### src/sv/mpd_pkg.sv
`default_nettype none
// ----------------------------------------------------------------------------
// mpd_pkg: shared definitions for the matrix peak detector
// Widths, line store geometry, queue sizing, register indexes and the record
// that travels from the front part to the back part.
// ----------------------------------------------------------------------------
package mpd_pkg;

	// Matrix geometry and field widths.
	localparam int MAX_COLUMNS = 1024;
	localparam int RING_ROWS   = 3;
	localparam int COL_W       = $clog2(MAX_COLUMNS);
	localparam int ROW_W       = 16;
	localparam int VAL_W       = 32;
	localparam int SLOT_W      = 2;
	localparam int LS_DEPTH    = RING_ROWS * MAX_COLUMNS;
	localparam int LS_AW       = $clog2(LS_DEPTH);

	// Configuration registers.
	localparam int ROWCNT_W = 16;
	localparam int COLCNT_W = 11;
	localparam int PADDR_W  = 3;
	localparam int PDATA_W  = 32;
	localparam logic REG_ROW_COUNT    = 1'b0;
	localparam logic REG_COLUMN_COUNT = 1'b1;

	// Queue between the front and the back part.
	localparam int QUEUE_DEPTH = 4;
	localparam int QPTR_W      = $clog2(QUEUE_DEPTH);
	localparam int QCNT_W      = $clog2(QUEUE_DEPTH + 1);

	typedef logic [ROW_W-1:0]        row_t;
	typedef logic [COL_W-1:0]        col_t;
	typedef logic [SLOT_W-1:0]       slot_t;
	typedef logic signed [VAL_W-1:0] val_t;

	// Effective geometry and restart pulse handed to the front part.
	typedef struct packed {
		row_t last_row;
		col_t last_col;
		logic restart;
	} cfg_t;

	// Which judgments a word causes and which neighbours exist.
	typedef struct packed {
		logic j_above;
		logic j_left;
		logic j_here;
		logic has_up2;
		logic has_up;
		logic has_left;
		logic has_left2;
		logic has_right;
	} jflags_t;

	// One accepted word with all the values its judgments need.
	typedef struct packed {
		row_t    row;
		col_t    col;
		jflags_t fl;
		val_t    v;
		val_t    cur_m1;
		val_t    cur_m2;
		val_t    prev_m1;
		val_t    prev_0;
		val_t    prev_p1;
		val_t    up2;
	} job_t;

endpackage
`default_nettype wire

### src/sv/mpd_queue.sv
`default_nettype none
// ----------------------------------------------------------------------------
// mpd_queue: short queue between the front and the back part
// Holds records of accepted words so that the input side keeps running
// while the result side is stalled or busy with several results.
// ----------------------------------------------------------------------------
module mpd_queue (
	input  wire logic            clk,
	input  wire logic            arst_n,
	input  wire logic            push,
	input  wire mpd_pkg::job_t   push_data,
	input  wire logic            pop,
	output logic                 head_valid,
	output mpd_pkg::job_t        head_data,
	output logic [mpd_pkg::QCNT_W-1:0] count
);

	mpd_pkg::job_t               entries_q [0:mpd_pkg::QUEUE_DEPTH-1];
	logic [mpd_pkg::QPTR_W-1:0]  wr_ptr_q;
	logic [mpd_pkg::QPTR_W-1:0]  rd_ptr_q;
	logic [mpd_pkg::QCNT_W-1:0]  count_q;

	assign head_valid = (count_q != '0);
	assign head_data  = entries_q[rd_ptr_q];
	assign count      = count_q;

	// Entry storage.
	always_ff @(posedge clk) begin
		if (push) begin
			entries_q[wr_ptr_q] <= push_data;
		end
	end

	// Pointers and fill count.
	always_ff @(posedge clk or negedge arst_n) begin
		if (!arst_n) begin
			wr_ptr_q <= '0;
			rd_ptr_q <= '0;
			count_q  <= '0;
		end else begin
			if (push) begin
				wr_ptr_q <= wr_ptr_q + 1'b1;
			end
			if (pop) begin
				rd_ptr_q <= rd_ptr_q + 1'b1;
			end
			if (push && !pop) begin
				count_q <= count_q + 1'b1;
			end else if (pop && !push) begin
				count_q <= count_q - 1'b1;
			end
		end
	end

`ifndef NO_ASSERTIONS
	// No pop from an empty queue.
	a_no_underflow: assert property (@(posedge clk) disable iff (!arst_n)
		pop |-> (count_q != '0))
		else $error("queue popped while empty");

	// No push into a full queue without a pop in the same cycle.
	a_no_overflow: assert property (@(posedge clk) disable iff (!arst_n)
		(push && !pop) |-> (count_q < mpd_pkg::QCNT_W'(mpd_pkg::QUEUE_DEPTH)))
		else $error("queue pushed while full");
`endif

endmodule
`default_nettype wire

### config.mk
export PLATFORM = sky130hd
export DESIGN_NAME = mpd_queue
export DESIGN_NICKNAME = d
export VERILOG_FILES = /design/src/sv/mpd_pkg.sv /design/src/sv/mpd_queue.sv
export SDC_FILE = /design/constraint.sdc
export NUM_CORES = 1
export LEC_CHECK = 0
export BUFFER_PORTS_ARGS = -buffer_cell sky130_fd_sc_hd__buf_2
export CORE_UTILIZATION = 61
export CTS_CLUSTER_SIZE = 25
export DETAILED_ROUTE_END_ITERATION = 7
export GPL_ROUTABILITY_DRIVEN = 0
export GPL_TIMING_DRIVEN = 0
export HOLD_SLACK_MARGIN = 0.06
export PLACE_DENSITY_LB_ADDON = 0.1
export SYNTH_ARGS = -nofsm -noshare
export SYNTH_HDL_FRONTEND = slang
export SYNTH_SLANG_ARGS = --single-unit
### constraint.sdc
create_clock -name clk -period 14.3 [get_ports clk]
set_input_delay 0.715 -clock clk [delete_from_list [all_inputs] [get_ports clk]]
set_output_delay 0.715 -clock clk [all_outputs]
set_load 0.02 [all_outputs]
Yosys cells after proc, flatten, opt, wreduce, memory -nomap -nowiden
Memories as Yosys holds them, arrays and structs flattened.
Cells that the tools add are included.
W data, S select, Z words.
{ "totals": {"out_inout_bits": 262, "mem_bits_rw": 1032, "register_bits": 7, "memories": 1} }
{ "classes": {"mux": 4, "reduce_logical": 6, "add_sub_neg": 4} }
{ "memory_table": {"columns": ["name", "words", "width", "read_ports", "rd_clocked_by_memory_dff", "write_ports", "line_no", "rtl"], "rows": [
  ["entries_q", 4, 258, 1, 0, 1, "mpd_queue.sv:18", "mpd_pkg::job_t entries_q [0:mpd_pkg::QUEUE_DEPTH-1];"]
]} }
{ "ops": {"columns": ["operator", "n"], "rows": [
  ["$mux W3", 2],
  ["$add A2 B1 Y2 const B", 2],
  ["$add A3 B1 Y3 const B", 1],
  ["$reduce_bool A3 Y1", 1],
  ["$sub A3 B1 Y3 const B", 1],
  ["$logic_and A1 B1 Y1", 2],
  ["$logic_not A1 Y1", 2],
  ["$mux W1", 2],
  ["$reduce_bool A2 Y1", 1]
]} }

Logic depth before layout (Yosys ltp)
Gate-level depths: netlist (run 1).
{ "depth": {"ltp_word": 4, "mapped_depth": 7} }

Worst setup path before layout (run 1)
No wires, ideal clock.
{ "synth_path": {"kind": "input -> register", "startpoint": "in push", "endpoint": "mem entries_q[0][0] in the netlist's numbering, enable pin", "required_time_ns": 13.649, "arrival_ns": 6.545, "cell_stages": 1, "n_path_buf": 0, "path_slack_ns": 7.104, "cell_sequence": "and2_1"} }
{ "synth_via": {"elab_chain_cells": 2} }
{ "synth_lines": {"columns": ["element", "line_no", "rtl"], "rows": [
  ["from (decl)", "mpd_queue.sv:10", "input wire logic push,"],
  ["$mux W1", "mpd_queue.sv:29", "if (push) begin"],
  ["$mux W1 (not written as such)", "mpd_queue.sv:30", "entries_q[wr_ptr_q] <= push_data;"],
  ["to (decl)", "mpd_queue.sv:18", null]
]} }
No other way between the ends.

==> metrics.txt, run 1 <==
grt met3 use 8.34%; drt via density ~5.9; Seq/Total Area, Yosys 82.9%; Setup crit end kind primary output; top-area cell type share of the netlist area 82.4%; layer with the highest usage met2; clock sinks 1039; Crit Path Max Fanout 10; Final Hold Viols 0; HPWL Detailed 50500 um; CP Buf/Inv Count 4; Worst-Margin Slew 0.797 ns; RSZ-0062 raised after global routing no; syn_nets 1649; Wirelength per Cell 26.8 um; fin crit period 3.54 ns; # port buffers 523; Worst slew margin 46.9%; # Post-CTS Setup Buffers 0; met2 usage 40.4%; worst-skew pair later-pin latency 0.62 ns; vias in the first global route about 18000; fill cell total of the finished layout 3394; Worst Setup Path Type register to primary output; First DRT Iteration DRCs 1194; H-tree Lvls 3; Mean Syn Cell Area 27.2 um^2; core footprint 60600 um^2; critical-path cell list buf_2, clkbuf_1, buf_2, mux4_2, buf_2; grt ovf 0; crit-path most repeated cell buf_2; Post-DRT Antenna Nets 0; Pleak 15.4 nW; Synth Register Bits a little over 1000; Critical Path AT 2.82 ns; Post-CTS Resized 0; Final nets 2295; Yosys cell types 18; Crit path max-delay family buffers and inverters; Pre-antenna DRT Iters 5; io pins 524; via count 17300; Post-Syn Area 37600 um^2; Root Driver clkbuf_16; clock buffer count from CTS 98; total of max-cap violations 0; row cnt 90; Die Y roughly 250 um; Synth-to-Final Area Change 19.6%; pwr/cell area 219 nW/um^2; met1 Resource Use GR 32.1%; maximum VDD drop 192 uV; Fmax achieved 283 MHz; final period utilization 24.8%; DRT Wirelength 78100 um; count of final setup violators 0; Hold Path Class input pin to register; top area cells in the synthesized netlist edfxtp_1, mux4_2, buf_6, dfrtp_1, buf_2; antenna violations before repair 41; placed inst area 41800 um^2; Mapped Cells 1381; Synth warnings 0; Final Skew 0.0115 ns; final setup TNS 0 ns; cell area after layout 45000 um^2; first-pass GRT wire length 114000 um; Yosys top cell by area edfxtp_1; clock-pin slew on the worst setup and hold paths 0.07 ns; Initial Util 62.1%; status completed; clk buf depth 3; CP Data Required Time 13.59 ns; DRC 0; CP max-delay cell clkbuf_1; Total GRT Usage about a quarter; share of layout cells above drive strength 1 between 40% and 50%; die width approximately 250 um; Die ar. 62700 um^2; Critical Path Source Type register; Max Slew Vio Count 0; crit-path max cell delay 0.63 ns; CTS tree built; largest net degree at the start of global routing 57
## what timing repair did
action,CTS,global route
setup endpoints to repair,0,0
hold endpoints to repair,7,0
hold buffers,1,0
## cell families after synthesis
family	Yosys count	synth area share, %
multiplexers	259	15.5
XOR/XNOR	6	0.140
flip-flops	1039	82.9
AO/OA/AOI/OAI	1	0.0133
buffers and inverters	62	1.18
adder cells (fa/ha/maj)	6	0.220
AND/OR/NAND/NOR	8	0.113
## path summary, 6_finish.rpt
path                       depth (start not counted)  slack, ns           endpoint        start
max                                                5      10.76     head_data[227]  rd_ptr_q[1]
min                                                2       0.29        rd_ptr_q[0]          pop
max reg2reg                                        6      11.97  entries_q[1][139]  wr_ptr_q[1]
min reg2reg                                        1       0.53        wr_ptr_q[0]  wr_ptr_q[0]
max in group asynchronous                          2      13.53        rd_ptr_q[1]       arst_n
min in group asynchronous                          2       0.61        rd_ptr_q[0]       arst_n
## final cells by class
class,count,area [um^2],area share (%)
Sequential cell,1039,31200,69.3
Multi-Input combinational cell,280,6010,13.4
Timing Repair Buffer,546,3190,7.09
Clock buffer,123,2620,5.82
Tap cell,782,978,2.18
Clock inverter,51,499,1.11
Buffer,58,429,0.954
Antenna cell,29,72.6,0.161
Inverter,4,15.0,0.0334
## registers in the layout (all words and copies together) (netlist names)
signal,cells
count,3
entries_q,1032
wr_ptr_q,2
rd_ptr_q,2
## worst register-to-register path, cell delays in order (launching register included)
cell,delay [ns]
dfrtp_1,0.40
inv_1,0.11
ha_1,0.14
and2_4,0.46
buf_12,0.31
buf_16,0.27
buf_16,0.27
## cells in the mapped netlist
master / n
and2_1: 4
buf_2: 28
buf_4: 1
buf_6: 23
clkbuf_1: 6
dfrtp_1: 7
edfxtp_1: 1032
fa_1: 1
ha_1: 5
inv_1: 4
mux2_2: 1
mux4_2: 258
nand2_1: 2
nor2_1: 1
o21ai_0: 1
or3_1: 1
xnor2_1: 2
xor2_1: 4
## per-stage QoR
step	utilization [%]	total power (W)	worst slack, ns	instances	hold WS [ns]
after detailed placement	69.0	0.00745	11.32	2708	0.523
after CTS	74.1	0.00996	10.61	2883	0.244
after floorplan	-	0.00641	7.10	1381	0.419
after global placement	68.0	0.00762	2.08	2686	0.505
after global routing	74.2	0.0102	10.61	2903	0.269
final	74.2	0.00985	10.76	2912	0.288
## per-layer routing
metal  vias to the layer above  wire length, um
met3                       140             6700
met2                       605            39600
met4                        28             2300
li1                       7373                -
met1                      9123            29300
met5                         -              172
## cells in the final DEF (no fill, tap or decap), drive strengths merged
cell,Yosys,routed
xor2,4,4
diode,0,29
and2,4,4
dlygate4sd3,0,1
edfxtp,1032,1032
mux4,258,258
nor2,1,1
clkbuf,6,129
inv,4,5
bufinv,0,10
o21ai,1,1
clkinvlp,0,1
or3,1,1
mux2,1,1
ha,5,5
xnor2,2,2
clkinv,0,39
buf,52,597
fa,1,1
dfrtp,7,7
nand2,2,2
## where the power goes
group,internal [W],leakage [nW],total [W],switching (W)
combinational,0.00128,4.32,0.00325,0.00196
clock,0.00147,1.53,0.00251,0.00104
sequential,0.00397,9.56,0.00410,0.000123
No activity file was read; power rests on OpenSTA's default activity.
==> run 2, diff against run 1 <==
Settings changed: CORE_UTILIZATION 61 to 51.
Clock period 14.3 ns to 2.94 ns, I/O delays scaled along.
==> metrics.txt, run 2 (same netlist as run 1, synthesis figures left out) <==
status completed; Crit Path Max Fanout 11; Fmax achieved approximately 370 MHz; vias in the first global route 19000; DRT Wirelength between 70000 and 80000 um; total of max-cap violations 0; CTS tree built; Biggest register entries_q; Root Driver clkbuf_16; Worst-Margin Slew between 0.6 and 0.7 ns; CP max-delay cell clkbuf_2; First DRT Iteration DRCs 1028; DRC 0; # port buffers 523; Total GRT Usage 21.2%; grt ovf 0; Critical Path AT roughly 2.6 ns; HPWL Detailed 51000 um; fin crit period ~2.7 ns; layer with the highest usage met2; clock-pin slew on the worst setup and hold paths 0.06 ns; clk buf depth 3; antenna violations before repair 6; clock sinks 1039; hold_ws 0.233 ns; die width 274 um; grt met3 use 5.65%; Final nets 2561; count of final setup violators 0; Wirelength per Cell 23.6 um; Final Hold Viols 0; CP Data Required Time 2.79 ns; Max Slew Vio Count 0; final setup TNS 0 ns; Critical Path Source Type register; Pre-antenna DRT Iters 5; met1 Resource Use GR 26.6%; critical-path cell list buf_2, clkbuf_2, buf_2, mux4_2, buf_2; worst-skew pair later-pin latency 0.65 ns; first-pass GRT wire length roughly 120000 um; pwr/cell area between 1000 and 1500 nW/um^2; # Post-CTS Setup Buffers 0; row cnt 99; cell area after layout 47900 um^2; Die ar. 74800 um^2; final period utilization 92.2%; most frequent cells in the layout edfxtp_1, buf_2, dlygate4sd3_1, mux4_2, clkbuf_16; Synth-to-Final Area Change 27.3%; Hold Path Class input pin to register; Die Y 274 um; Final Skew 0.0221 ns; io pins ~520; maximum VDD drop 726 uV; crit-path max cell delay 0.43 ns; clock buffer count from CTS 103; crit-path most repeated cell buf_2; drt via density 5.37; Pwr Total slightly below 0.05 W; Initial Util 51.6%; Worst Setup Path Type register to primary output; largest net degree at the start of global routing between 50 and 60; core footprint 73000 um^2; met2 usage about 36%; via count between 15000 and 20000; H-tree Lvls 3; RSZ-0062 raised after global routing no; max reg flops a little over 1000; most common cell after layout, fill and taps aside edfxtp_1; Setup crit end kind primary output; share of layout cells above drive strength 1 42.1%; placed inst area 42000 um^2; Worst slew margin 55.2%; Post-DRT Antenna Nets 0; Pleak 16.6 nW
## run 2: cell count changes in the layout (fill, tap and decap cells not counted), sizes merged
cell / before / now
bufinv: 10 / 7
clkbuf: 129 / 133
clkinvlp: 1 / 2
clkinv: 39 / 45
diode: 29 / 4
inv: 5 / 8
dlygate4sd3: 1 / 262
## run 2: power by group
part | internal [W] | switching, W
Combinational | 0.00647 | 0.00965
Clock | 0.00720 | 0.00527
Sequential | 0.0193 | 0.000512
## run 2: layer usage
metal / share of wire [%] / routed length (um)
met4: 3.0 / 2360
met2: 52 / 40900
met1: 38 / 30100
met3: 6.9 / 5460
met5: 0.063 / 50
## run 2: critical path: cells and delay by family, from the launching register on
| kind | cells | cell delay (ns) |
|---|---|---|
| multiplexers | 1 | 0.37 |
| buffers and inverters | 4 | 1.22 |
| flip-flops | 1 | 0.31 |
## run 2: timing repair
action | CTS | global route
resized for setup | 2 | 0
endpoints found under the hold margin | 1045 | 0
endpoints found under the setup margin | 200 | 0
hold buffers | 262 | 0
## run 2: layout make-up
class | count | area (um^2)
repair buffers | 807 | 5800
plain buffers | 58 | 432
clock buffers | 127 | 2730
diodes | 4 | 10.0
fillers | 4794 | 25100
inverters | 4 | 15.0
well taps | 959 | 1200
flip-flops and latches | 1039 | 31200
clock inverters | 58 | 500
multi-input cells | 280 | 6010
## run 2: worst paths after layout
kind | to | slack, ns | start | cells after the start
min in group asynchronous | count[1] | 0.48 | arst_n | 3
min reg2reg | count[2] | 0.50 | count[2] | 1
max in group asynchronous | rd_ptr_q[1] | 2.19 | arst_n | 3
max reg2reg | entries_q[1][129] | 0.32 | wr_ptr_q[1] | 6
max | head_data[219] | 0.23 | rd_ptr_q[1] | 5
min | entries_q[0][223] | 0.23 | push_data[223] | 2
## run 2: through the flow
| step | setup WS, ns | std cells | utilization (%) |
|---|---|---|---|
| 2_1_floorplan | 0.0731 | 1381 | - |
| 3_3_place_gp | -1.46 | 2863 | 56.8 |
| 3_5_place_dp | 0.285 | 2885 | 57.6 |
| 4_1_cts | 0.111 | 3332 | 65.6 |
| 5_1_grt | 0.0622 | 3333 | 65.6 |
| 6_report | 0.230 | 3336 | 65.6 |
