### config.mk
export PLATFORM = sky130hd
export DESIGN_NAME = mpd_back
export DESIGN_NICKNAME = d
export VERILOG_FILES = /design/src/sv/mpd_pkg.sv /design/src/sv/mpd_back.sv
export SDC_FILE = /design/constraint.sdc
export NUM_CORES = 1
export LEC_CHECK = 0
export ABC_AREA = 1
export BUFFER_PORTS_ARGS = -buffer_cell sky130_fd_sc_hd__buf_2
export CAP_MARGIN = 10
export CORE_MARGIN = 2
export CORE_UTILIZATION = 25
export CTS_BUF_LIST = sky130_fd_sc_hd__clkbuf_2 sky130_fd_sc_hd__clkbuf_4 sky130_fd_sc_hd__clkbuf_8
export DETAILED_ROUTE_END_ITERATION = 8
export REMOVE_ABC_BUFFERS = 1
export SLEW_MARGIN = 10
export SYNTH_ARGS = -nofsm -noshare
export SYNTH_HDL_FRONTEND = slang
export SYNTH_SLANG_ARGS = --single-unit
export TNS_END_PERCENT = 1
### constraint.sdc
create_clock -name clk -period 4.15 [get_ports clk]
set_input_delay 0.83 -clock clk [delete_from_list [all_inputs] [get_ports clk]]
set_output_delay 0.83 -clock clk [all_outputs]
set_load 0.1 [all_outputs]
### src/sv/mpd_pkg.sv
`default_nettype none
// ----------------------------------------------------------------------------
// mpd_pkg: shared definitions for the matrix peak detector
// Widths, line store geometry, queue sizing, register indexes and the record
// that travels from the front part to the back part.
// ----------------------------------------------------------------------------
package mpd_pkg;

	// Matrix geometry and field widths.
	localparam int MAX_COLUMNS = 1024;
	localparam int RING_ROWS   = 3;
	localparam int COL_W       = $clog2(MAX_COLUMNS);
	localparam int ROW_W       = 16;
	localparam int VAL_W       = 32;
	localparam int SLOT_W      = 2;
	localparam int LS_DEPTH    = RING_ROWS * MAX_COLUMNS;
	localparam int LS_AW       = $clog2(LS_DEPTH);

	// Configuration registers.
	localparam int ROWCNT_W = 16;
	localparam int COLCNT_W = 11;
	localparam int PADDR_W  = 3;
	localparam int PDATA_W  = 32;
	localparam logic REG_ROW_COUNT    = 1'b0;
	localparam logic REG_COLUMN_COUNT = 1'b1;

	// Queue between the front and the back part.
	localparam int QUEUE_DEPTH = 4;
	localparam int QPTR_W      = $clog2(QUEUE_DEPTH);
	localparam int QCNT_W      = $clog2(QUEUE_DEPTH + 1);

	typedef logic [ROW_W-1:0]        row_t;
	typedef logic [COL_W-1:0]        col_t;
	typedef logic [SLOT_W-1:0]       slot_t;
	typedef logic signed [VAL_W-1:0] val_t;

	// Effective geometry and restart pulse handed to the front part.
	typedef struct packed {
		row_t last_row;
		col_t last_col;
		logic restart;
	} cfg_t;

	// Which judgments a word causes and which neighbours exist.
	typedef struct packed {
		logic j_above;
		logic j_left;
		logic j_here;
		logic has_up2;
		logic has_up;
		logic has_left;
		logic has_left2;
		logic has_right;
	} jflags_t;

	// One accepted word with all the values its judgments need.
	typedef struct packed {
		row_t    row;
		col_t    col;
		jflags_t fl;
		val_t    v;
		val_t    cur_m1;
		val_t    cur_m2;
		val_t    prev_m1;
		val_t    prev_0;
		val_t    prev_p1;
		val_t    up2;
	} job_t;

endpackage
`default_nettype wire

### src/sv/mpd_back.sv
`default_nettype none
// ----------------------------------------------------------------------------
// mpd_back: result side of the matrix peak detector
// Takes the record at the head of the queue and issues its judgments one
// per cycle while the output is free (upper row first, then left and
// current element on the last row) into the output register.
// ----------------------------------------------------------------------------
module mpd_back (
	input  wire logic            clk,
	input  wire logic            arst_n,
	input  wire logic            head_valid,
	input  wire mpd_pkg::job_t   head,
	output logic                 pop,
	output logic                 result_valid,
	input  wire logic            result_ready,
	output mpd_pkg::row_t        judged_row,
	output mpd_pkg::col_t        judged_column,
	output mpd_pkg::val_t        judged_value,
	output logic                 is_peak,
	output logic                 last_of_matrix
);

	// One-hot judgment selects.
	localparam logic [2:0] SEL_ABOVE = 3'b001;
	localparam logic [2:0] SEL_LEFT  = 3'b010;
	localparam logic [2:0] SEL_HERE  = 3'b100;

	logic [2:0]    done_q;
	logic          result_valid_q;
	mpd_pkg::row_t row_q;
	mpd_pkg::col_t col_q;
	mpd_pkg::val_t value_q;
	logic          peak_q;
	logic          last_q;

	logic [2:0]    pend;
	logic [2:0]    sel;
	logic [2:0]    rest;
	logic          can_out;
	logic          emit;

	mpd_pkg::row_t j_row;
	mpd_pkg::col_t j_col;
	mpd_pkg::val_t j_val;
	mpd_pkg::val_t n_up;
	mpd_pkg::val_t n_dn;
	mpd_pkg::val_t n_lf;
	mpd_pkg::val_t n_rt;
	logic          e_up;
	logic          e_dn;
	logic          e_lf;
	logic          e_rt;
	logic          j_last;
	logic          j_peak;

	// Pick the next judgment still owed for the head record.
	always_comb begin
		pend    = {head.fl.j_here, head.fl.j_left, head.fl.j_above} & ~done_q;
		sel     = pend & (~pend + 3'd1);
		rest    = pend & ~sel;
		can_out = !result_valid_q || result_ready;
		emit    = head_valid && (pend != '0) && can_out;
		pop     = head_valid && ((pend == '0) || (can_out && (rest == '0)));
	end

	// Element and neighbours of the selected judgment.
	always_comb begin
		j_row  = head.row;
		j_col  = head.col;
		j_val  = head.v;
		n_up   = head.prev_0;
		n_dn   = head.v;
		n_lf   = head.cur_m1;
		n_rt   = head.v;
		e_up   = 1'b0;
		e_dn   = 1'b0;
		e_lf   = 1'b0;
		e_rt   = 1'b0;
		j_last = 1'b0;
		case (sel)
			SEL_ABOVE: begin
				j_row = head.row - 1'b1;
				j_val = head.prev_0;
				n_up  = head.up2;
				n_dn  = head.v;
				n_lf  = head.prev_m1;
				n_rt  = head.prev_p1;
				e_up  = head.fl.has_up2;
				e_dn  = 1'b1;
				e_lf  = head.fl.has_left;
				e_rt  = head.fl.has_right;
			end
			SEL_LEFT: begin
				j_col = head.col - 1'b1;
				j_val = head.cur_m1;
				n_up  = head.prev_m1;
				n_lf  = head.cur_m2;
				n_rt  = head.v;
				e_up  = head.fl.has_up;
				e_lf  = head.fl.has_left2;
				e_rt  = 1'b1;
			end
			SEL_HERE: begin
				j_val  = head.v;
				n_up   = head.prev_0;
				n_lf   = head.cur_m1;
				e_up   = head.fl.has_up;
				e_lf   = head.fl.has_left;
				j_last = 1'b1;
			end
			default: begin
				j_last = 1'b0;
			end
		endcase
		j_peak = !((e_up && (n_up > j_val)) || (e_dn && (n_dn > j_val)) ||
			(e_lf && (n_lf > j_val)) || (e_rt && (n_rt > j_val)));
	end

	// Judgment progress and output valid.
	always_ff @(posedge clk or negedge arst_n) begin
		if (!arst_n) begin
			done_q         <= '0;
			result_valid_q <= 1'b0;
		end else begin
			if (pop) begin
				done_q <= '0;
			end else if (emit) begin
				done_q <= done_q | sel;
			end
			if (emit) begin
				result_valid_q <= 1'b1;
			end else if (result_ready) begin
				result_valid_q <= 1'b0;
			end
		end
	end

	// Output word register.
	always_ff @(posedge clk) begin
		if (emit) begin
			row_q   <= j_row;
			col_q   <= j_col;
			value_q <= j_val;
			peak_q  <= j_peak;
			last_q  <= j_last;
		end
	end

	assign result_valid   = result_valid_q;
	assign judged_row     = row_q;
	assign judged_column  = col_q;
	assign judged_value   = value_q;
	assign is_peak        = peak_q;
	assign last_of_matrix = last_q;

`ifndef NO_ASSERTIONS
	// Partial progress exists only for a record that is still at the head.
	a_done_head: assert property (@(posedge clk) disable iff (!arst_n)
		(done_q != '0) |-> head_valid)
		else $error("judgment progress without a head record");

	// Exactly one judgment is issued per output word.
	a_one_sel: assert property (@(posedge clk) disable iff (!arst_n)
		emit |-> $onehot(sel))
		else $error("judgment select not one-hot");

	// A record with nothing left to judge leaves the queue at once.
	a_drain: assert property (@(posedge clk) disable iff (!arst_n)
		(head_valid && (pend == '0)) |-> pop)
		else $error("finished record not popped");
`endif

endmodule
`default_nettype wire

# Word level (Yosys, flattened, before mapping)
# Cells that the tools add are included.
dict set report classes {
  n_addsub 3
  magnitude_cmp 4
  n_eq_ne 3
  mux 15
  bitwise 7
  n_reduce_logical 22
}
# operator n
set ops {}
lappend ops {{case mux 32 bit (2 select lines)} 3}
lappend ops {{> comparator 32 bit} 4}
lappend ops {{2-to-1 mux 32 bit} 1}
lappend ops {{2-to-1 mux 16 bit} 1}
lappend ops {{subtractor 16 x 1 -> 16 bit (second input constant)} 1}
lappend ops {{2-to-1 mux 10 bit} 1}
lappend ops {{subtractor 10 x 1 -> 10 bit (second input constant)} 1}
lappend ops {{bitwise AND 3 bit} 3}
lappend ops {{inverter 3 bit} 3}
lappend ops {{logical AND 1 bit} 8}
lappend ops {{zero test 3 bit} 2}
lappend ops {{2-to-1 mux 3 bit} 2}
lappend ops {{case mux 1 bit (2 select lines)} 3}
lappend ops {{logical OR 1 bit} 5}
lappend ops {{2-to-1 mux 1 bit} 4}
lappend ops {{nonzero test 2 bit} 2}
lappend ops {{OR reduction 2 bit} 2}
lappend ops {{adder 3 x 1 -> 3 bit (second input constant)} 1}
lappend ops {{== test 3 x 1 -> 1 bit (second input constant)} 1}
lappend ops {{== test 3 x 2 -> 1 bit (second input constant)} 1}
lappend ops {{== test 3 bit (second input constant)} 1}
lappend ops {{OR 3 bit} 1}
lappend ops {{nonzero test 3 bit} 1}
lappend ops {{zero test 1 bit} 2}
dict set report word_totals {
  reg_bits 64
  in_bits 262
  out_inout_bits 62
  wordCells 61
}

# Longest topological paths before layout
# Gate-level depths: netlist of the first run.
dict set report logic_depth {
  ltp_word 13
  mapped_depth 23
}

# Least setup slack after synthesis of the first run
# OpenSTA, ideal clock, no wires.
dict set report synth_path {
  path_kind {input -> register}
  startpoint {in head[230] (netlist bit)}
  endpoint {reg peak_q, in the netlist is_peak, data pin}
  setup_time_ps 252
  arrival_ps 3143
  slack_ps 755
  stages 18
  path_buffers 2
  cell_sequence {nand2_2 -> nand2_8 -> clkbuf_1 -> buf_1 -> o21bai_1 -> ha_1 -> nand4_1 -> or2_2 -> inv_1 -> nand2_1 -> nor2_1 -> nand2_1 -> nand3_1 -> nand3_1 -> nand2_1 -> clkinv_1 -> nand2_1 -> nor2_1}
}
dict set report synth_via {
  elab_chain_len 12
}
# element line
set synth_lines {}
lappend synth_lines {{from (decl)} mpd_back.sv:12} ;# input wire mpd_pkg::job_t head,
lappend synth_lines {{bitwise AND 3 bit (*)} mpd_back.sv:58} ;# pend = {head.fl.j_here, head.fl.j_left, head.fl.j_above} & ~done_q;
lappend synth_lines {{inverter 3 bit} mpd_back.sv:59} ;# sel = pend & (~pend + 3'd1);
lappend synth_lines {{adder 3 x 1 -> 3 bit} mpd_back.sv:59}
lappend synth_lines {{bitwise AND 3 bit (*)} mpd_back.sv:59}
lappend synth_lines {{== test 3 x 2 -> 1 bit (tied with other cells)} mpd_back.sv:80} ;# case (sel)
lappend synth_lines {{case mux 32 bit (2 select lines) or OR reduction 2 bit (tied branches)} -}
lappend synth_lines {{> comparator 32 bit or case mux 1 bit (2 select lines) (tied branches)} {mpd_back.sv:115, mpd_back.sv:80}}
lappend synth_lines {{logical AND 1 bit} mpd_back.sv:115} ;# j_peak = !((e_up && (n_up > j_val)) || (e_dn && (n_dn > j_val)) ||
lappend synth_lines {{logical OR 1 bit (2 in a row)} mpd_back.sv:115}
lappend synth_lines {{logical OR 1 bit (*)} mpd_back.sv:116} ;# (e_lf && (n_lf > j_val)) || (e_rt && (n_rt > j_val)));
lappend synth_lines {{zero test 1 bit (*)} mpd_back.sv:115}
lappend synth_lines {{net j_peak} mpd_back.sv:54} ;# logic j_peak;
lappend synth_lines {{to (signal assigned)} mpd_back.sv:144} ;# peak_q <= j_peak;
lappend synth_lines {{to (decl)} mpd_back.sv:33} ;# logic peak_q;
# Mark *: on every way through the listed nets, which the timed path passes. The rest lies on a longest branch.
# A chain may end at the register's enable or synchronous reset.

# Final worst setup path of the first run
dict set report layout_path {
  startpoint {in head[230] (netlist bit)}
  endpoint {reg peak_q, in the netlist is_peak, data pin}
}
dict set report layout_via {
  elab_chain_len 12
}
# element line
set layout_lines {}
lappend layout_lines {{bitwise AND 3 bit (*)} mpd_back.sv:58}
lappend layout_lines {{inverter 3 bit} mpd_back.sv:59}
lappend layout_lines {{adder 3 x 1 -> 3 bit} mpd_back.sv:59}
lappend layout_lines {{bitwise AND 3 bit (*)} mpd_back.sv:59}
lappend layout_lines {{== test 3 x 2 -> 1 bit or == test 3 x 1 -> 1 bit (tied branches)} mpd_back.sv:80}
lappend layout_lines {{case mux 32 bit (2 select lines) (*)} mpd_back.sv:80}
lappend layout_lines {{net j_val[27]} mpd_back.sv:44} ;# mpd_pkg::val_t j_val;
lappend layout_lines {{> comparator 32 bit} mpd_back.sv:115}
lappend layout_lines {{logical AND 1 bit} mpd_back.sv:115}
lappend layout_lines {{logical OR 1 bit (2 in a row)} mpd_back.sv:115}
lappend layout_lines {{logical OR 1 bit (*)} mpd_back.sv:116}
lappend layout_lines {{zero test 1 bit (*)} mpd_back.sv:115}
lappend layout_lines {{net j_peak} mpd_back.sv:54}
# Marks and branches as above.

==> results.md, run 1 <==
Outcome:
- The flow ran to the end, and the final reports show no timing, DRC or antenna violations.

Critical path:
- The most numerous cell on the critical path is nand2_1.
- The startpoint type of the worst setup path is an input port.
- The critical path contains buffers and inverters numbering 6 combined.
- The category of the most critical setup path is input port to flop.
- The flop-to-flop setup slack is 560 ps.
- The arrival time of data at the critical path endpoint is 3790 ps.
- The slowest stage of the critical path is the nand2_8 cell.
- The largest single stage delay on the critical path is 340 ps.
- The cell family with the largest share of critical-path delay is simple AND/OR/NAND/NOR gates.
- The kind of end point of the critical path is a flop.
- The maximum fanout count along the critical path is 38.
- The signal on the critical path passes through buf_2, nand2_2, nand2_8, buf_12, nor2_1, a221oi_1, inv_1, ha_1, nand2_1, inv_1, nand3_1, or2_2, inv_1, nand2_1, a21oi_1, nor2_1, nand3_1, nand3_1, nand2_1, clkinv_1, nand2_1, nor2_1.
- Data on the critical path is required at its endpoint by 4270 ps.

Clock tree:
- The number of setup buffers added after CTS is 0.
- The clock insertion delay at the later pin of the skew report is 380 ps.
- TritonCTS built the clock tree.
- The buffer depth of the longest clock path is 2.
- In this run the number of H-tree levels came out at 3.
- After clock tree synthesis, the clock-pin slew on the worst setup and hold paths is 80 ps.
- TritonCTS created 9 clock buffers.
- For this design, the CTS-stage hold fixing added 0 buffers.
- The post-cts resize count is 0.
- The sink count of the clock tree is 64.
- The tree is rooted in a clkbuf_8.

Routing:
- The detailed-route wire length is 31.1 mm.
- In the routed layout, each cell is associated on average with a via count of 4.85.
- In this run, the number of DRC markers left after iteration 0 of detailed routing was 566.
- The overall via count from detail_route is 8,683.
- The post-route DRC violation count is 0.
- In the final routed layout, each cell accounts on average for 17.4 um.
- The first detailed-routing pass took 5 iterations.
- Once detail routing completed, the nets flagged for antenna violations numbered 0.

Finish:
- The core utilization of the finished layout is 33.5%.
- Fill cells in the final layout number 3,327.
- Leaving out fill and tap cells, the most frequent cell in the layout is buf_2.
- In the layout the commonest cells are buf_2, nand2_1, inv_1, ha_1, a21oi_1.
- For this run, the post-layout net count is 1,765.
- For this run, the number of standard cells in the final layout without fillers is 1,792.
- The footprint of the multi-input gates is 0.00508 sq mm.
- Of the cells placed in the final design, the portion with a size suffix greater than 1 is 29.3%.
- From synthesis to final layout, the design area changed by 32.9%.
- Summing all flip-flop and latch instances after layout gives 0.00190 sq mm.

Worst hold path:
- The min-delay analysis places its worst path in the category input port to asynchronous set/reset pin.

STA:
- The number of pins exceeding their max-slew limit in the final report is 0.
- Setup repair after global routing left no endpoint under its margin.
- The hold violation count in the final report was 0.
- The clock arrives with 26.0 ps of skew.
- The minimum clock period is 3670 ps.
- Measured against its own limit, the worst slew margin works out to 62.2%.
- The count of endpoints failing setup in the final report is 0.
- The maximum clock rate is 272 MHz.
- At the pin with the least slew margin, the transition time is 568 ps.
- The total negative slack is 0 ps.
- Across all hold checks on the routed design, the worst slack comes to 259 ps.
- Dividing the final minimum period by the clock period gives 88.4%.

Die:
- The initial core utilization is 25.2%.
- The die covers 0.0320 sq mm.
- The height of the die is 179 um.
- For this design the top-level I/O count stands at 324.
- The initialized floorplan defines 64 standard-cell rows.
- From left edge to right edge, the die measures 179 um.
- In this run the standard cell core region covers 0.0303 sq mm.

Synth:
- For this run, the leading register cell type out of synthesis is edfxtp_1.
- The number of standard cells after synthesis is 1,055.
- Counting flops and latches in the post-synthesis netlist gives 64.
- The fraction of synthesis flops using an asynchronous set or reset pin is 6.25%.
- The average footprint of a synthesized cell is 7.25 sq um.
- The number of enable flip-flop cells after synthesis is 60.
- The cell area after technology mapping is 0.00765 sq mm.
- Sequential elements use 24.9% of the synthesized area.
- The yosys synthesis warning count is 0.
- After synthesis, the netlist uses 50 different library cells.

Placement:
- Once placement completed, the tool counted placed cells totaling 1,768.
- The placed wire-length estimate after detailed placement is 26.1 mm.
- The count of port buffers added during placement is 323.
- The congestion estimate from routability-driven global placement came to 0.870.

Power:
- Net switching is 55.4% of the power.
- The sum of internal, switching and leakage power is 5050 uW.
- The total power density per cell area is 497 mW/mm^2.
- The worst-case IR drop observed on VDD is 0.168 mV.
- The relative contribution of sequential cells to total power is 17.9%.
- The part of the power in the clock network is 11.9%.
- The internal power is 2260 uW.
- The total leakage power is 0.00528 uW.
- The switching power of the nets is 2800 uW.
- The share of total power dissipated in combinational logic is 70.3%.

Global route:
- Entering global routing, the biggest net connects 59 pins.
- The total overflow left after global routing is 0.
- The combined global-route utilization of all metal layers is 19.0%.
- The via count of the first global-routing pass came to 8,493.
- The wire length of the first global-routing pass is 45.9 mm.
- The number of antenna violations at the first check in global routing was 12.

Flow run:
- Across the run, the number of max-cap violations was 0.
## power groups by stage
stage | Combinational (uW) | Clock [uW] | Sequential (uW)
global route | 3960 | 649 | 914
detailed placement | 3560 | 0 | 917
finish | 3550 | 600 | 903
CTS | 3570 | 627 | 905
global placement | 3530 | 0 | 919
floorplan | 1790 | 0 | 1600
## path summary, 6_finish.rpt
kind,from,to,depth (start not counted)
worst max-delay path,head[230],is_peak,22
worst min-delay path,arst_n,done_q[1],1
worst max register to register,done_q[1],is_peak,22
worst min register to register,done_q[2],done_q[2],2
max in group asynchronous,arst_n,result_valid,1
min in group clk,done_q[2],done_q[2],2
## cells in the mapped netlist, drive strengths merged (6+ instances only)
| cell type | number | area share, % |
|---|---|---|
| a211oi | 6 | 0.59 |
| a21oi | 105 | 6.9 |
| a221oi | 9 | 1.0 |
| buf | 12 | 0.79 |
| clkbuf | 25 | 1.2 |
| edfxtp | 60 | 24 |
| ha | 120 | 20 |
| inv | 136 | 6.7 |
| nand2 | 238 | 12 |
| nand3 | 33 | 2.5 |
| nand4 | 20 | 1.6 |
| nor2 | 99 | 5.4 |
| nor3 | 11 | 0.79 |
| nor4 | 8 | 0.93 |
| o21ai | 35 | 2.3 |
| o21bai | 12 | 1.2 |
| o22ai | 71 | 5.8 |
| or2 | 6 | 0.49 |
| xnor2 | 9 | 1.0 |
| xor2 | 15 | 1.7 |
## layer usage
layer  share of wire [%]  GRT usage (%)
met3                 8.8           4.20
met2                  47           32.5
met1                  42           23.6
met4                 2.1           5.79
met5                0.14              0
## through the flow
stage	cell area (sq um)	setup WS, ps
final	10200	480
after global routing	10200	85.7
after detailed placement	9940	70.7
after CTS	10100	461
after global placement	9940	139
after floorplan	7500	152
## kinds of logic after synthesis
group	Yosys count	share of synthesized area, %
buffers and inverters	174	8.77
AOI/OAI and AO/OA	254	19.5
and+or+nand+nor	419	24.5
adders and majority gates	120	19.6
xor gates and xnor gates	24	2.75
DFF	64	24.9
## cell type report
cell class / instances / share of cell area, %
Inverter: 137 / 5.08
Antenna cell: 8 / 0.197
Tap cell: 396 / 4.88
Sequential cell: 64 / 18.7
Multi-Input combinational cell: 817 / 50.0
Timing Repair Buffer: 354 / 19.2
Clock buffer: 10 / 1.29
Clock inverter: 6 / 0.677
## registers in the layout, indices dropped and copies added, names as in the netlist
name / cells
done_q: 3
is_peak: 1
judged_column: 10
judged_row: 16
judged_value: 32
last_of_matrix: 1
result_valid: 1
Power figures use the tool's default switching activity.
==> run 2, diff against run 1 <==
--- a/config.mk
+++ b/config.mk
@@ -8,6 +8,7 @@
 export ABC_AREA = 1
 export BUFFER_PORTS_ARGS = -buffer_cell sky130_fd_sc_hd__buf_2
 export CAP_MARGIN = 10
+export CORE_ASPECT_RATIO = 1.4
 export CORE_MARGIN = 2
 export CORE_UTILIZATION = 25
 export CTS_BUF_LIST = sky130_fd_sc_hd__clkbuf_2 sky130_fd_sc_hd__clkbuf_4 sky130_fd_sc_hd__clkbuf_8
==> constraint.sdc (replaced) <==
create_clock -name clk -period 4.4 [get_ports clk]
set_input_delay 0.88 -clock clk [delete_from_list [all_inputs] [get_ports clk]]
set_output_delay 0.88 -clock clk [all_outputs]
set_load 0.1 [all_outputs]
==> run 2 against run 1 <==
Net effect:
- non-clock buffer count down 10
- combinational power is 7.3% lower
- final cell count shrank 1.5%
- hold slack improved by 30 ps
- design area decreased by 1.8%
- first-iteration DRC count is 36% lower
- sequential share of layout area up 0.34 points
- sequential power down 5.4%
- clock power decreased by 16%
- die area hardly changed
- via count is 0.88% lower
==> results.md, run 2 (synthesis results as in run 1) <==
Outcome:
- The run finished with clean final reports.

Finish:
- The net count reported at finish is 1,755 (-0.57%).
- The top cell types in the final layout, fill and taps aside, are buf_2, nand2_1, inv_1, ha_1, a21oi_1.
- The flip-flop count of the largest register, all copies and words added is 32 (unchanged).
- The number of fillers in the final layout is 3,334 (+0.21%).
- The fraction of layout cells with a size suffix above 1 is 28.8% (-0.51 points).
- The synthesis-to-layout area growth is 30.5%.
- Leaving out fill and tap cells, the most frequent cell in the layout is buf_2.
- The core utilization of the finished layout came to 33.3% (-0.24 points).
- The summed area of non-filler cells in the final layout is 0.00998 sq mm (-1.8%).

Clock tree:
- The root buffer cell chosen for the clock tree is clkbuf_8.
- The total clock buffers created by CTS was 9 (unchanged).
- The number of setup buffers added after CTS came to 0 (unchanged).
- The H-tree depth is 3 (unchanged).
- The clock transition time at the flip-flop clock pins of the worst setup and hold paths is 90 ps (about the same).
- The total of hold buffers inserted after clock tree synthesis is 0 (unchanged).
- The clock tree from TritonCTS is built.
- The buffer depth of the longest clock path is 2 (unchanged).
- The clock insertion delay at the later pin of the skew report is 390 ps (about the same).
- The post-cts resize count is 0 (unchanged).
- The sink count of the clock tree was 64 (unchanged).

Critical path:
- The worst setup path is launched from an input port.
- The arrival time of data at the critical path endpoint is 3940 ps (+150 ps).
- The worst setup path is of the input port to flop kind.
- The maximum fanout count along the critical path is 22 (-42%).
- The endpoint identified for the worst register-to-register timing path is is_peak.
- The flop-to-flop setup slack is 810 ps (+250 ps).
- The launch instance of the worst register-to-register path is done_q[0].
- STA classifies the critical path endpoint as a flop.
- The required time at the endpoint of the critical path is 4660 ps (+390 ps).
- The worst reg-to-reg path cell count is 19 (-14%).

Global route:
- The combined global-route utilization of all metal layers is 19.2% (+0.23 points).
- The via count of the first global-routing pass was 8,679 (+2.2%).
- The wire length of the first global-routing pass is 47.2 mm (+2.8%).
- The number of antenna violations at the first check in global routing was 6 (-6).
- The pin count of the biggest net entering global routing is 44 (-25%).
- The total global routing overflow is 0 (unchanged).

Routing:
- The number of antenna-violating nets in the routed design is 0 (unchanged).
- The overall via count from detail_route is 8,607 (-0.88%).
- The number of violations reported at the end of detailed-routing iteration 0 is 362 (-36%).
- The iteration count of the initial detailed-routing pass is 8 (+3).
- The wire length per cell is 17.9 um (+3.1%).
- The via count normalized by instance count is 4.88 (+0.64%).
- The post-route DRC violation count was 0 (unchanged).
- The detailed-route wire length is 31.6 mm (+1.5%).

Power:
- The total leakage power was 0.00520 uW (-1.4%).
- The sum of internal, switching and leakage power was 4660 uW (-7.9%).
- The part of the power in the clock network was 10.9% (-1.0 points).
- The share of total power consumed by net switching is 56.1% (+0.77 points).
- The highest ir drop seen on vdd is 0.173 mV (+3.4%).
- The switching power of the nets came to 2610 uW (-6.6%).
- The internal power is 2040 uW (-9.5%).
- The relative contribution of sequential cells to total power is 18.3% (+0.4 points).
- The share of power burned in combinational logic is 70.8% (+0.5 points).
- The total power density per cell area came to 466 mW/mm^2 (-6.2%).

STA:
- The worst clock skew is 20.8 ps (-5.16 ps).
- The slew at the pin closest to its max-slew limit is 667 ps (+99.6 ps).
- The hold violation count in the final report is 0 (unchanged).
- The worst slew slack as a fraction of its limit is 55.1% (-7.0 points).
- The count of endpoints failing setup in the final report is 0 (unchanged).
- The total negative slack came to 0 ps (unchanged).
- The smallest clock period supported by the final layout is computed as 3680 ps.
- The number of pins exceeding their max-slew limit in the final report is 0 (unchanged).
- The maximum clock rate is 272 MHz.
- Setup repair after global routing left no endpoint under its margin.
- The setup slack of the critical path after layout is 719 ps (+239 ps).
- The ratio of final minimum period to clock period is 83.7%.

Placement:
- The placed wire-length estimate after detailed placement is 26.4 mm (+1.3%).
- The count of port buffers added during placement came to 323 (unchanged).
- The final weighted congestion in routability-driven placement is 0.840 (-3.5%).
- The placement-stage cell area is 0.00980 sq mm (-1.4%).
- The setup slack after placement is 231 ps (+160 ps).

Die:
- The number of I/O pins is 324 (unchanged).
- The area of the die came to 0.0320 sq mm (about the same).
- The initial core utilization is 25.5% (+0.27 points).
- The width of the die is 152 um (-15%).
- The row count came to 75 (+17%).
- The standard cell core area is 0.0300 sq mm (-1.1%).
- The height of the die is 211 um (+18%).

Flow run:
- The max capacitance violation total is 0 (unchanged).

Worst hold path:
- The type of the most critical hold path is input port to asynchronous set/reset pin.
==> run 2: power by group through the flow <==
stage	logic, uW	registers [uW]	clock network [uW]
2_1_floorplan	1680	1510	0
3_3_place_gp	3260	866	0
3_5_place_dp	3300	867	0
4_1_cts	3310	855	529
5_1_grt	3660	863	546
6_report	3290	854	507
==> run 2: metrics by stage <==
step	cells	hold slack (ps)
detailed placement	1747	485
CTS	1763	268
finish	1765	289
global placement	1747	483
floorplan	1018	465
global route	1764	272
==> run 2: cell type report <==
| cell class | count | area, sq um | share of cell area [%] |
|---|---|---|---|
| diodes | 2 | 5.00 | 0.0501 |
| well taps | 385 | 482 | 4.82 |
| repair buffers | 344 | 1830 | 18.3 |
| multi-input cells | 817 | 5080 | 50.9 |
| clock inverters | 4 | 22.5 | 0.226 |
| flip-flops and latches | 64 | 1900 | 19.0 |
| clock buffers | 12 | 153 | 1.53 |
| inverters | 137 | 517 | 5.18 |
==> run 2: how the worst max path moves through the flow <==
stage | startpoint | to | slack [ps] | cells past startpoint
global route | head[230] | is_peak | 310 | 20
CTS | head[231] | is_peak | 640 | 19
floorplan | head[231] | is_peak | 350 | 18
finish | head[231] | is_peak | 720 | 19
global placement | head[230] | is_peak | 200 | 19
detailed placement | head[231] | is_peak | 230 | 18
==> run 2: critical path: stages <==
cell	delay [ps]
buf_2	130
nand2_4	110
nand2_4	290
buf_4	300
o22ai_1	90
o21bai_1	260
ha_1	350
nand4_1	170
nor3_1	360
nand4_1	230
nor2_1	180
nand3_1	90
nor2_1	100
a21oi_1	80
nand3_1	90
nand2_1	60
clkinv_1	40
nand2_1	40
nor2_1	90
==> run 2: metal layers <==
metal | track usage, % | up-vias | routed length [um]
met1 | 20.5 | 3942 | 12100
met3 | 3.53 | 50 | 1660
met2 | 37.5 | 305 | 17000
li1 | - | 4304 | -
met4 | 6.64 | 6 | 800
met5 | 0 | - | 34
